$ cat config.mk
export PLATFORM = sky130hd
export DESIGN_NAME = hsv_to_rgb_led_pixel_unit
export DESIGN_NICKNAME = d
export VERILOG_FILES = /design/src/hdl/hsvrgb_pkg.sv /design/src/hdl/hsvrgb_front.sv /design/src/hdl/hsvrgb_queue.sv /design/src/hdl/hsvrgb_back.sv /design/src/hdl/hsv_to_rgb_led_pixel_unit.sv
export SDC_FILE = /design/constraint.sdc
export NUM_CORES = 2
export LEC_CHECK = 0
export BUFFER_PORTS_ARGS = -buffer_cell sky130_fd_sc_hd__buf_2
export CORE_MARGIN = 2
export CORE_UTILIZATION = 55
export DETAILED_ROUTE_END_ITERATION = 8
export PLACE_DENSITY = 0.71
export SETUP_SLACK_MARGIN = 0.1
export SYNTH_ARGS = -nofsm -noshare
export SYNTH_HDL_FRONTEND = slang
export SYNTH_HIERARCHICAL = 1
export SYNTH_SLANG_ARGS = --single-unit
$ cat constraint.sdc
create_clock -name clk -period 12 [get_ports clk]
set_input_delay 2.4 -clock clk [delete_from_list [all_inputs] [get_ports clk]]
set_output_delay 2.4 -clock clk [all_outputs]
set_load 0.01 [all_outputs]
$ cat src/hdl/hsvrgb_pkg.sv
// Package: shared types, constants and fixed-point helpers for the HSV to RGB pixel unit
`timescale 1ns / 1ps
package hsvrgb_pkg;

    localparam int HUE_FRAC_BITS     = 4;
    localparam int CHANNEL_FRAC_BITS = 12;

    localparam int HUE_W   = 16;
    localparam int CH_W    = CHANNEL_FRAC_BITS + 1;
    localparam int BYTE_W  = 8;
    localparam int HM_W    = 13;
    localparam int SEC_W   = 3;
    localparam int REM_W   = 10;
    localparam int UHUE_W  = 17;

    localparam int CH_ONE      = 1 << CHANNEL_FRAC_BITS;
    localparam int CH_HALF     = 1 << (CHANNEL_FRAC_BITS - 1);
    localparam int HUE_CIRCLE  = 360 << HUE_FRAC_BITS;
    localparam int HUE_SECTOR  = 60 << HUE_FRAC_BITS;
    // offset that lifts every signed hue to a positive value, a whole number of circles
    localparam int HUE_OFFSET  = 6 * HUE_CIRCLE;

    // circle = 128 * 45, sector = 64 * 15; reciprocals exact over the value ranges used
    localparam int CIRC_SHIFT  = 7;
    localparam int CIRC_RECIP  = 1457;
    localparam int SEC_SHIFT   = 6;
    localparam int SEC_RECIP   = 4370;
    localparam int RECIP_SHIFT = 16;

    // f = (128*rem + 15) / 30, reciprocal of 30 scaled by 2^24
    localparam int F_RECIP       = 559241;
    localparam int F_RECIP_W     = 20;
    localparam int F_RECIP_SHIFT = 24;
    localparam int F_NUM_W       = 17;
    localparam int F_NUM_BIAS    = 15;

    localparam int SQ_W    = 2 * CH_W - 1;
    localparam int GPROD_W = SQ_W + 8;
    localparam int GSHIFT  = 2 * CHANNEL_FRAC_BITS;
    localparam int BYTE_MAX = 255;

    typedef logic [CH_W-1:0]   ch_t;
    typedef logic [BYTE_W-1:0] byte_t;

    typedef struct packed {
        logic [HM_W-1:0] hm;
        ch_t             sat;
        ch_t             val;
    } hsvrgb_item_t;

    function automatic ch_t qmul(input ch_t a, input ch_t b);
        logic [2*CH_W-1:0] prod;
        prod = (2*CH_W)'(a) * (2*CH_W)'(b) + (2*CH_W)'(CH_HALF);
        return prod[CHANNEL_FRAC_BITS +: CH_W];
    endfunction

endpackage

$ cat src/hdl/hsvrgb_front.sv
// Front stage: takes requests, clamps S and V, wraps hue into one circle
`timescale 1ns / 1ps
module hsvrgb_front (
    input  logic                             clk,
    input  logic                             rst_n,
    input  logic                             push,
    output logic                             full,
    input  logic signed [hsvrgb_pkg::HUE_W-1:0] hue,
    input  hsvrgb_pkg::ch_t                  saturation,
    input  hsvrgb_pkg::ch_t                  brightness,
    output logic                             item_valid,
    output hsvrgb_pkg::hsvrgb_item_t         item,
    input  logic                             queue_full
);
    import hsvrgb_pkg::*;

    logic                  valid_reg;
    logic                  valid_next;
    hsvrgb_item_t          item_reg;
    logic                  ready;
    logic                  load;
    logic [UHUE_W-1:0]     hue_ofs;
    logic [CIRC_SHIFT+2:0] circ_hi;
    logic [20:0]           circ_prod;
    logic [3:0]            circ_q;
    logic [UHUE_W-1:0]     circ_base;
    logic [UHUE_W-1:0]     hm_wide;

    assign ready = !valid_reg || !queue_full;
    assign full  = !ready;
    assign load  = push && ready;

    assign hue_ofs   = UHUE_W'({{2{hue[HUE_W-1]}}, hue} + 18'(HUE_OFFSET));
    assign circ_hi   = hue_ofs[UHUE_W-1:CIRC_SHIFT];
    assign circ_prod = 21'(circ_hi) * 21'(CIRC_RECIP);
    assign circ_q    = circ_prod[RECIP_SHIFT +: 4];
    assign circ_base = UHUE_W'(circ_q) * UHUE_W'(HUE_CIRCLE);
    assign hm_wide   = hue_ofs - circ_base;

    always_comb
    begin
        if (load)
        begin
            valid_next = 1'b1;
        end
        else if (!queue_full)
        begin
            valid_next = 1'b0;
        end
        else
        begin
            valid_next = valid_reg;
        end
    end

    always_ff @(posedge clk or negedge rst_n)
    begin
        if (!rst_n)
        begin
            valid_reg <= 1'b0;
        end
        else
        begin
            valid_reg <= valid_next;
        end
    end

    always_ff @(posedge clk)
    begin
        if (load)
        begin
            item_reg.hm  <= hm_wide[HM_W-1:0];
            item_reg.sat <= (saturation > ch_t'(CH_ONE)) ? ch_t'(CH_ONE) : saturation;
            item_reg.val <= (brightness > ch_t'(CH_ONE)) ? ch_t'(CH_ONE) : brightness;
        end
    end

    assign item_valid = valid_reg;
    assign item       = item_reg;

endmodule

$ cat src/hdl/hsvrgb_queue.sv
// Two-entry queue between the front stage and the back pipeline
`timescale 1ns / 1ps
module hsvrgb_queue (
    input  logic                     clk,
    input  logic                     rst_n,
    input  logic                     wr_en,
    input  hsvrgb_pkg::hsvrgb_item_t wr_data,
    output logic                     q_full,
    input  logic                     rd_en,
    output hsvrgb_pkg::hsvrgb_item_t rd_data,
    output logic                     q_empty
);
    import hsvrgb_pkg::*;

    hsvrgb_item_t entry_reg [2];
    logic         wr_ptr_reg;
    logic         wr_ptr_next;
    logic         rd_ptr_reg;
    logic         rd_ptr_next;
    logic [1:0]   count_reg;
    logic [1:0]   count_next;
    logic         do_wr;
    logic         do_rd;

    assign q_full  = (count_reg == 2'd2);
    assign q_empty = (count_reg == 2'd0);
    assign do_wr   = wr_en && !q_full;
    assign do_rd   = rd_en && !q_empty;
    assign rd_data = entry_reg[rd_ptr_reg];

    always_comb
    begin
        wr_ptr_next = do_wr ? !wr_ptr_reg : wr_ptr_reg;
        rd_ptr_next = do_rd ? !rd_ptr_reg : rd_ptr_reg;
        count_next  = count_reg + 2'(do_wr) - 2'(do_rd);
    end

    always_ff @(posedge clk or negedge rst_n)
    begin
        if (!rst_n)
        begin
            wr_ptr_reg <= 1'b0;
            rd_ptr_reg <= 1'b0;
            count_reg  <= 2'd0;
        end
        else
        begin
            wr_ptr_reg <= wr_ptr_next;
            rd_ptr_reg <= rd_ptr_next;
            count_reg  <= count_next;
        end
    end

    always_ff @(posedge clk)
    begin
        if (do_wr)
        begin
            entry_reg[wr_ptr_reg] <= wr_data;
        end
    end

endmodule

$ cat src/hdl/hsvrgb_back.sv
// Back pipeline: sector split, p/q/t products, channel order, gamma bytes
`timescale 1ns / 1ps
module hsvrgb_back (
    input  logic                     clk,
    input  logic                     rst_n,
    input  logic                     q_empty,
    input  hsvrgb_pkg::hsvrgb_item_t q_data,
    output logic                     q_rd,
    output logic                     empty,
    input  logic                     pop,
    output hsvrgb_pkg::ch_t          red_linear,
    output hsvrgb_pkg::ch_t          green_linear,
    output hsvrgb_pkg::ch_t          blue_linear,
    output hsvrgb_pkg::byte_t        red_byte,
    output hsvrgb_pkg::byte_t        green_byte,
    output hsvrgb_pkg::byte_t        blue_byte
);
    import hsvrgb_pkg::*;

    logic [6:1]      valid_reg;
    logic [6:1]      valid_next;
    logic            adv;

    // stage 1
    logic [SEC_W-1:0] s1_sector_reg;
    logic [REM_W-1:0] s1_rem_reg;
    ch_t              s1_sat_reg;
    ch_t              s1_val_reg;
    logic [6:0]       sec_hi;
    logic [18:0]      sec_prod;
    logic [SEC_W-1:0] sec_q;
    logic [HM_W-1:0]  sec_base;
    logic [HM_W-1:0]  rem_wide;

    // stage 2
    logic [SEC_W-1:0] s2_sector_reg;
    ch_t              s2_f_reg;
    ch_t              s2_sat_reg;
    ch_t              s2_val_reg;
    logic [F_NUM_W-1:0]             f_num;
    logic [F_NUM_W+F_RECIP_W-1:0]   f_prod;
    ch_t                            f_raw;

    // stage 3
    logic [SEC_W-1:0] s3_sector_reg;
    ch_t              s3_sf_reg;
    ch_t              s3_sg_reg;
    ch_t              s3_p_reg;
    ch_t              s3_val_reg;

    // stage 4
    ch_t              s4_r_reg;
    ch_t              s4_g_reg;
    ch_t              s4_b_reg;
    ch_t              q_val;
    ch_t              t_val;
    ch_t              r_sel;
    ch_t              g_sel;
    ch_t              b_sel;

    // stage 5
    ch_t              s5_r_reg;
    ch_t              s5_g_reg;
    ch_t              s5_b_reg;
    logic [SQ_W-1:0]  s5_rsq_reg;
    logic [SQ_W-1:0]  s5_gsq_reg;
    logic [SQ_W-1:0]  s5_bsq_reg;

    // stage 6
    ch_t              s6_r_reg;
    ch_t              s6_g_reg;
    ch_t              s6_b_reg;
    byte_t            s6_rb_reg;
    byte_t            s6_gb_reg;
    byte_t            s6_bb_reg;

    function automatic byte_t gamma_byte(input logic [SQ_W-1:0] sq);
        logic [GPROD_W-1:0] prod;
        logic [GPROD_W-GSHIFT-1:0] b;
        prod = {sq, 8'b0} - GPROD_W'(sq) + GPROD_W'(1 << (GSHIFT - 1));
        b    = prod[GPROD_W-1:GSHIFT];
        return (b > (GPROD_W-GSHIFT)'(BYTE_MAX)) ? byte_t'(BYTE_MAX) : b[BYTE_W-1:0];
    endfunction

    assign adv  = !valid_reg[6] || pop;
    assign q_rd = adv && !q_empty;

    assign sec_hi   = q_data.hm[HM_W-1:SEC_SHIFT];
    assign sec_prod = 19'(sec_hi) * 19'(SEC_RECIP);
    assign sec_q    = sec_prod[RECIP_SHIFT +: SEC_W];
    assign sec_base = HM_W'(sec_q) * HM_W'(HUE_SECTOR);
    assign rem_wide = q_data.hm - sec_base;

    assign f_num  = {s1_rem_reg, 7'b0} + F_NUM_W'(F_NUM_BIAS);
    assign f_prod = (F_NUM_W+F_RECIP_W)'(f_num) * (F_NUM_W+F_RECIP_W)'(F_RECIP);
    assign f_raw  = f_prod[F_RECIP_SHIFT +: CH_W];

    assign q_val = qmul(s3_val_reg, ch_t'(CH_ONE) - s3_sf_reg);
    assign t_val = qmul(s3_val_reg, ch_t'(CH_ONE) - s3_sg_reg);

    always_comb
    begin
        unique case (s3_sector_reg)
            3'd1:
            begin
                r_sel = q_val;      g_sel = s3_val_reg; b_sel = s3_p_reg;
            end
            3'd2:
            begin
                r_sel = s3_p_reg;   g_sel = s3_val_reg; b_sel = t_val;
            end
            3'd3:
            begin
                r_sel = s3_p_reg;   g_sel = q_val;      b_sel = s3_val_reg;
            end
            3'd4:
            begin
                r_sel = t_val;      g_sel = s3_p_reg;   b_sel = s3_val_reg;
            end
            3'd5:
            begin
                r_sel = s3_val_reg; g_sel = s3_p_reg;   b_sel = q_val;
            end
            default:
            begin
                r_sel = s3_val_reg; g_sel = t_val;      b_sel = s3_p_reg;
            end
        endcase
    end

    always_comb
    begin
        valid_next = valid_reg;
        if (adv)
        begin
            valid_next = {valid_reg[5:1], !q_empty};
        end
    end

    always_ff @(posedge clk or negedge rst_n)
    begin
        if (!rst_n)
        begin
            valid_reg <= '0;
        end
        else
        begin
            valid_reg <= valid_next;
        end
    end

    always_ff @(posedge clk)
    begin
        if (adv)
        begin
            s1_sector_reg <= sec_q;
            s1_rem_reg    <= rem_wide[REM_W-1:0];
            s1_sat_reg    <= q_data.sat;
            s1_val_reg    <= q_data.val;

            s2_sector_reg <= s1_sector_reg;
            s2_f_reg      <= (f_raw > ch_t'(CH_ONE)) ? ch_t'(CH_ONE) : f_raw;
            s2_sat_reg    <= s1_sat_reg;
            s2_val_reg    <= s1_val_reg;

            s3_sector_reg <= s2_sector_reg;
            s3_sf_reg     <= qmul(s2_sat_reg, s2_f_reg);
            s3_sg_reg     <= qmul(s2_sat_reg, ch_t'(CH_ONE) - s2_f_reg);
            s3_p_reg      <= qmul(s2_val_reg, ch_t'(CH_ONE) - s2_sat_reg);
            s3_val_reg    <= s2_val_reg;

            s4_r_reg      <= r_sel;
            s4_g_reg      <= g_sel;
            s4_b_reg      <= b_sel;

            s5_r_reg      <= s4_r_reg;
            s5_g_reg      <= s4_g_reg;
            s5_b_reg      <= s4_b_reg;
            s5_rsq_reg    <= SQ_W'(SQ_W'(s4_r_reg) * SQ_W'(s4_r_reg));
            s5_gsq_reg    <= SQ_W'(SQ_W'(s4_g_reg) * SQ_W'(s4_g_reg));
            s5_bsq_reg    <= SQ_W'(SQ_W'(s4_b_reg) * SQ_W'(s4_b_reg));

            s6_r_reg      <= s5_r_reg;
            s6_g_reg      <= s5_g_reg;
            s6_b_reg      <= s5_b_reg;
            s6_rb_reg     <= gamma_byte(s5_rsq_reg);
            s6_gb_reg     <= gamma_byte(s5_gsq_reg);
            s6_bb_reg     <= gamma_byte(s5_bsq_reg);
        end
    end

    assign empty        = !valid_reg[6];
    assign red_linear   = s6_r_reg;
    assign green_linear = s6_g_reg;
    assign blue_linear  = s6_b_reg;
    assign red_byte     = s6_rb_reg;
    assign green_byte   = s6_gb_reg;
    assign blue_byte    = s6_bb_reg;

endmodule

$ cat src/hdl/hsv_to_rgb_led_pixel_unit.sv
// Top level: HSV to RGB pixel unit, front stage, decoupling queue and back pipeline
// A request accepted on push passes 1 front register, 1 queue entry and 6 back pipeline
// stages before it is shown on the result ports.
// Throughput: one request per cycle, sustained while pop keeps up.
// A stalled result stops the back pipeline; the queue and front register still absorb 3 requests.
// Reset (rst_n low, asynchronous) empties the queue and all stages; payload is not cleared.
`timescale 1ns / 1ps
module hsv_to_rgb_led_pixel_unit (
    input  logic                                clk,
    input  logic                                rst_n,
    input  logic                                push,
    output logic                                full,
    input  logic signed [hsvrgb_pkg::HUE_W-1:0] hue,
    input  hsvrgb_pkg::ch_t                     saturation,
    input  hsvrgb_pkg::ch_t                     brightness,
    output logic                                empty,
    input  logic                                pop,
    output hsvrgb_pkg::ch_t                     red_linear,
    output hsvrgb_pkg::ch_t                     green_linear,
    output hsvrgb_pkg::ch_t                     blue_linear,
    output hsvrgb_pkg::byte_t                   red_byte,
    output hsvrgb_pkg::byte_t                   green_byte,
    output hsvrgb_pkg::byte_t                   blue_byte
);
    import hsvrgb_pkg::*;

    logic         front_valid;
    hsvrgb_item_t front_item;
    logic         q_full;
    logic         q_empty;
    logic         q_rd;
    hsvrgb_item_t q_data;

    hsvrgb_front u_front (
        .clk        (clk),
        .rst_n      (rst_n),
        .push       (push),
        .full       (full),
        .hue        (hue),
        .saturation (saturation),
        .brightness (brightness),
        .item_valid (front_valid),
        .item       (front_item),
        .queue_full (q_full)
    );

    hsvrgb_queue u_queue (
        .clk     (clk),
        .rst_n   (rst_n),
        .wr_en   (front_valid),
        .wr_data (front_item),
        .q_full  (q_full),
        .rd_en   (q_rd),
        .rd_data (q_data),
        .q_empty (q_empty)
    );

    hsvrgb_back u_back (
        .clk          (clk),
        .rst_n        (rst_n),
        .q_empty      (q_empty),
        .q_data       (q_data),
        .q_rd         (q_rd),
        .empty        (empty),
        .pop          (pop),
        .red_linear   (red_linear),
        .green_linear (green_linear),
        .blue_linear  (blue_linear),
        .red_byte     (red_byte),
        .green_byte   (green_byte),
        .blue_byte    (blue_byte)
    );

endmodule

==> metrics <==
Via density ~5.4; CTS Hold Buffers Added 0; Synth-to-Final Area Change 5.982%; core outline area 116,400 um2; Post-Place Cells ~7,800; Post-Synthesis Cell Area about 65,000 um2; initial drt markers between 2,000 and 2,500; Post-CTS Setup Bufs 0; Placed Area about 67,000 um2; Die Width around 350 um; Yosys cell types between 90 and 100; cell taking the most area after synthesis fa_1; initial antenna violation count 0; CTS tree done; synth top area cells fa_1 29%, edfxtp_1 22%, ha_1 18%; Stages on worst setup path 30; Synth async-reset ratio 0.02321; r2r startpoint u_back/s2_sat_reg[1]; critical-path maximum fanout 7; Crit path buffers/inverters 5; routability congestion estimate ~0.90; CP Capture Type flip-flop; crit path kind in -> reg; post-CTS sizing 0; wire per inst ~17 um; Worst Max-Slew Pin Slew 1.250 ns; Final Max Slew Viols 0; Clock transition at path regs 0.06 ns; H-tree depth 2; reg2reg setup slack approximately 3.4 ns; #FFs+latches synth approximately 470; CP top delay family adder cells; Ys Warns 6; max FFs per register 78; most frequent cell after synthesis inv_1; ys flop type edfxtp_1; Num CTS Buffers 55; HPWL after detailed placement a little over 100 mm; Critical Path AT a little over 10 ns; max_cap viols 0; PortBufs between 100 and 150; Initial Utilization 0.5553; required time of the critical path between 10 and 15 ns; skew final 0.02007 ns; Achievable Freq roughly 0.1 GHz; Finished Layout Cells roughly 8,000; RR Endpoint u_back/s3_p_reg[10]; Die H 346.8 um; post-synth top area share 0.2872; Worst Hold Class reg -> reg; layout cells sized above 1 0.05298; Synth Area per Inst about 10 um2; crit start category input port; drt first pass iters 9; crit-path max cell delay slightly below 0.6 ns; Routed Antenna Nets 0; clk sink count roughly 470; pin count of the biggest net entering global routing around 170; Highest Signal Layer met4; Final TNS setup 0 ns; Post-synth EDFFs between 400 and 500; vias in the first global route ~46,000; Final setup viols 0; CTS Buffer Depth 3; Global Route Usage Sum 0.2272; fin crit share 0.8229; critical path's slowest cell or4_4; GRT overflow 0; routed wl met3 about 5.9 mm; outcome completed; routed wire length between 100 and 150 mm; num rows 125; final-stage net count slightly above 8,000; CP Launch Point hue[8]; post-synthesis sequential area ratio 0.2194; DIE AREA approximately 120,000 um2; Design Area, Final around 68,000 um2; Slew HR 0.1610; WL met1 ~57 mm; most frequent cells after synthesis 1,259 x inv_1, 927 x fa_1, 904 x ha_1, 723 x nand2_1, 463 x edfxtp_1; DR DRC count 0; Ports 111; clock latency on the worst-skew pair roughly 0.67 ns; Cells after Synth 6,337; first-pass GRT wire length between 200 and 250 mm; DR WL met2 about 66 mm; RSZ-0062 raised after global routing false; final hold violation count 0; fin crit period 9.874 ns; Root Driver clkbuf_16; Worst setup endpoint u_front/item[38]; most used cell, CP ha_1; ant diodes 0; routed via count between 40,000 and 50,000; Reg2Reg Depth 27
-- through the flow --
step / hold WS (ns) / setup WS, ns / util
finish: 0.4119 / 2.126 / 0.5885
global route: 0.4141 / 1.827 / 0.5885
CTS: 0.4131 / 2.101 / 0.5885
detailed placement: 0.4045 / 1.405 / 0.5726
global placement: 0.4006 / 1.455 / 0.5726
floorplan: 0.4003 / 2.071 / -
-- worst min path at each step --
stage | end | slack (ns) | depth (start not counted) | from
2_1_floorplan | u_back/blue_linear[10] | 0.40 | 0 | u_back/s5_b_reg[10]
3_3_place_gp | u_back/s2_sat_reg[8] | 0.40 | 0 | u_back/s1_sat_reg[8]
3_5_place_dp | u_back/green_linear[1] | 0.40 | 0 | u_back/s5_g_reg[1]
4_1_cts | u_back/blue_linear[10] | 0.41 | 0 | u_back/s5_b_reg[10]
5_1_grt | u_back/blue_linear[10] | 0.41 | 0 | u_back/s5_b_reg[10]
6_report | u_back/blue_linear[10] | 0.41 | 0 | u_back/s5_b_reg[10]
-- placed cells by master (no fill, tap or decap), types with 68 or more instances in the layout --
cell,instances
nand2_1,723
inv_1,1258
fa_1,927
o21ai_0,68
nor3_1,77
edfxtp_1,463
and2_1,447
a21oi_1,162
buf_2,110
nor2_1,151
xnor2_1,199
xor2_1,77
ha_1,904
-- area by class of cell --
class,instances,area (um2)
clock inverters,43,452.9
multi-input cells,4375,44810
clock buffers,59,1391
fillers,9741,47880
flip-flops and latches,474,14180
repair buffers,167,991.0
inverters,1262,4745
well taps,1524,1907
-- per-layer routing --
layer,vias to the layer above,GRT usage
met5,-,0
met4,0,0.05697
li1,20237,-
met2,899,0.4033
met1,21330,0.2939
met3,212,0.02930
-- kinds of logic (layout without fill, tap and decap cells) --
logic type,Yosys count,in the layout,share of synthesized area
buf+inv,1490,1531,0.08737
compound gates,538,538,0.05653
other cells,1,3,0.00005804
mux,53,53,0.009024
fa+ha+maj,1831,1831,0.4623
xor+xnor,278,278,0.03792
flops,474,474,0.2194
simple gates,1672,1672,0.1274
-- worst register-to-register path: cells and delay by family (launching register included) --
kind | cells | cell delay, ns
and+or+nand+nor | 6 | 1.31
buffers and inverters | 5 | 0.64
DFF | 1 | 0.36
adders and majority gates | 8 | 3.20
xor gates and xnor gates | 2 | 0.97
AOI/OAI and AO/OA | 6 | 1.86
Power is not shown: default switching activity piles up to over one toggle a cycle in this logic, so the estimate is an artifact.
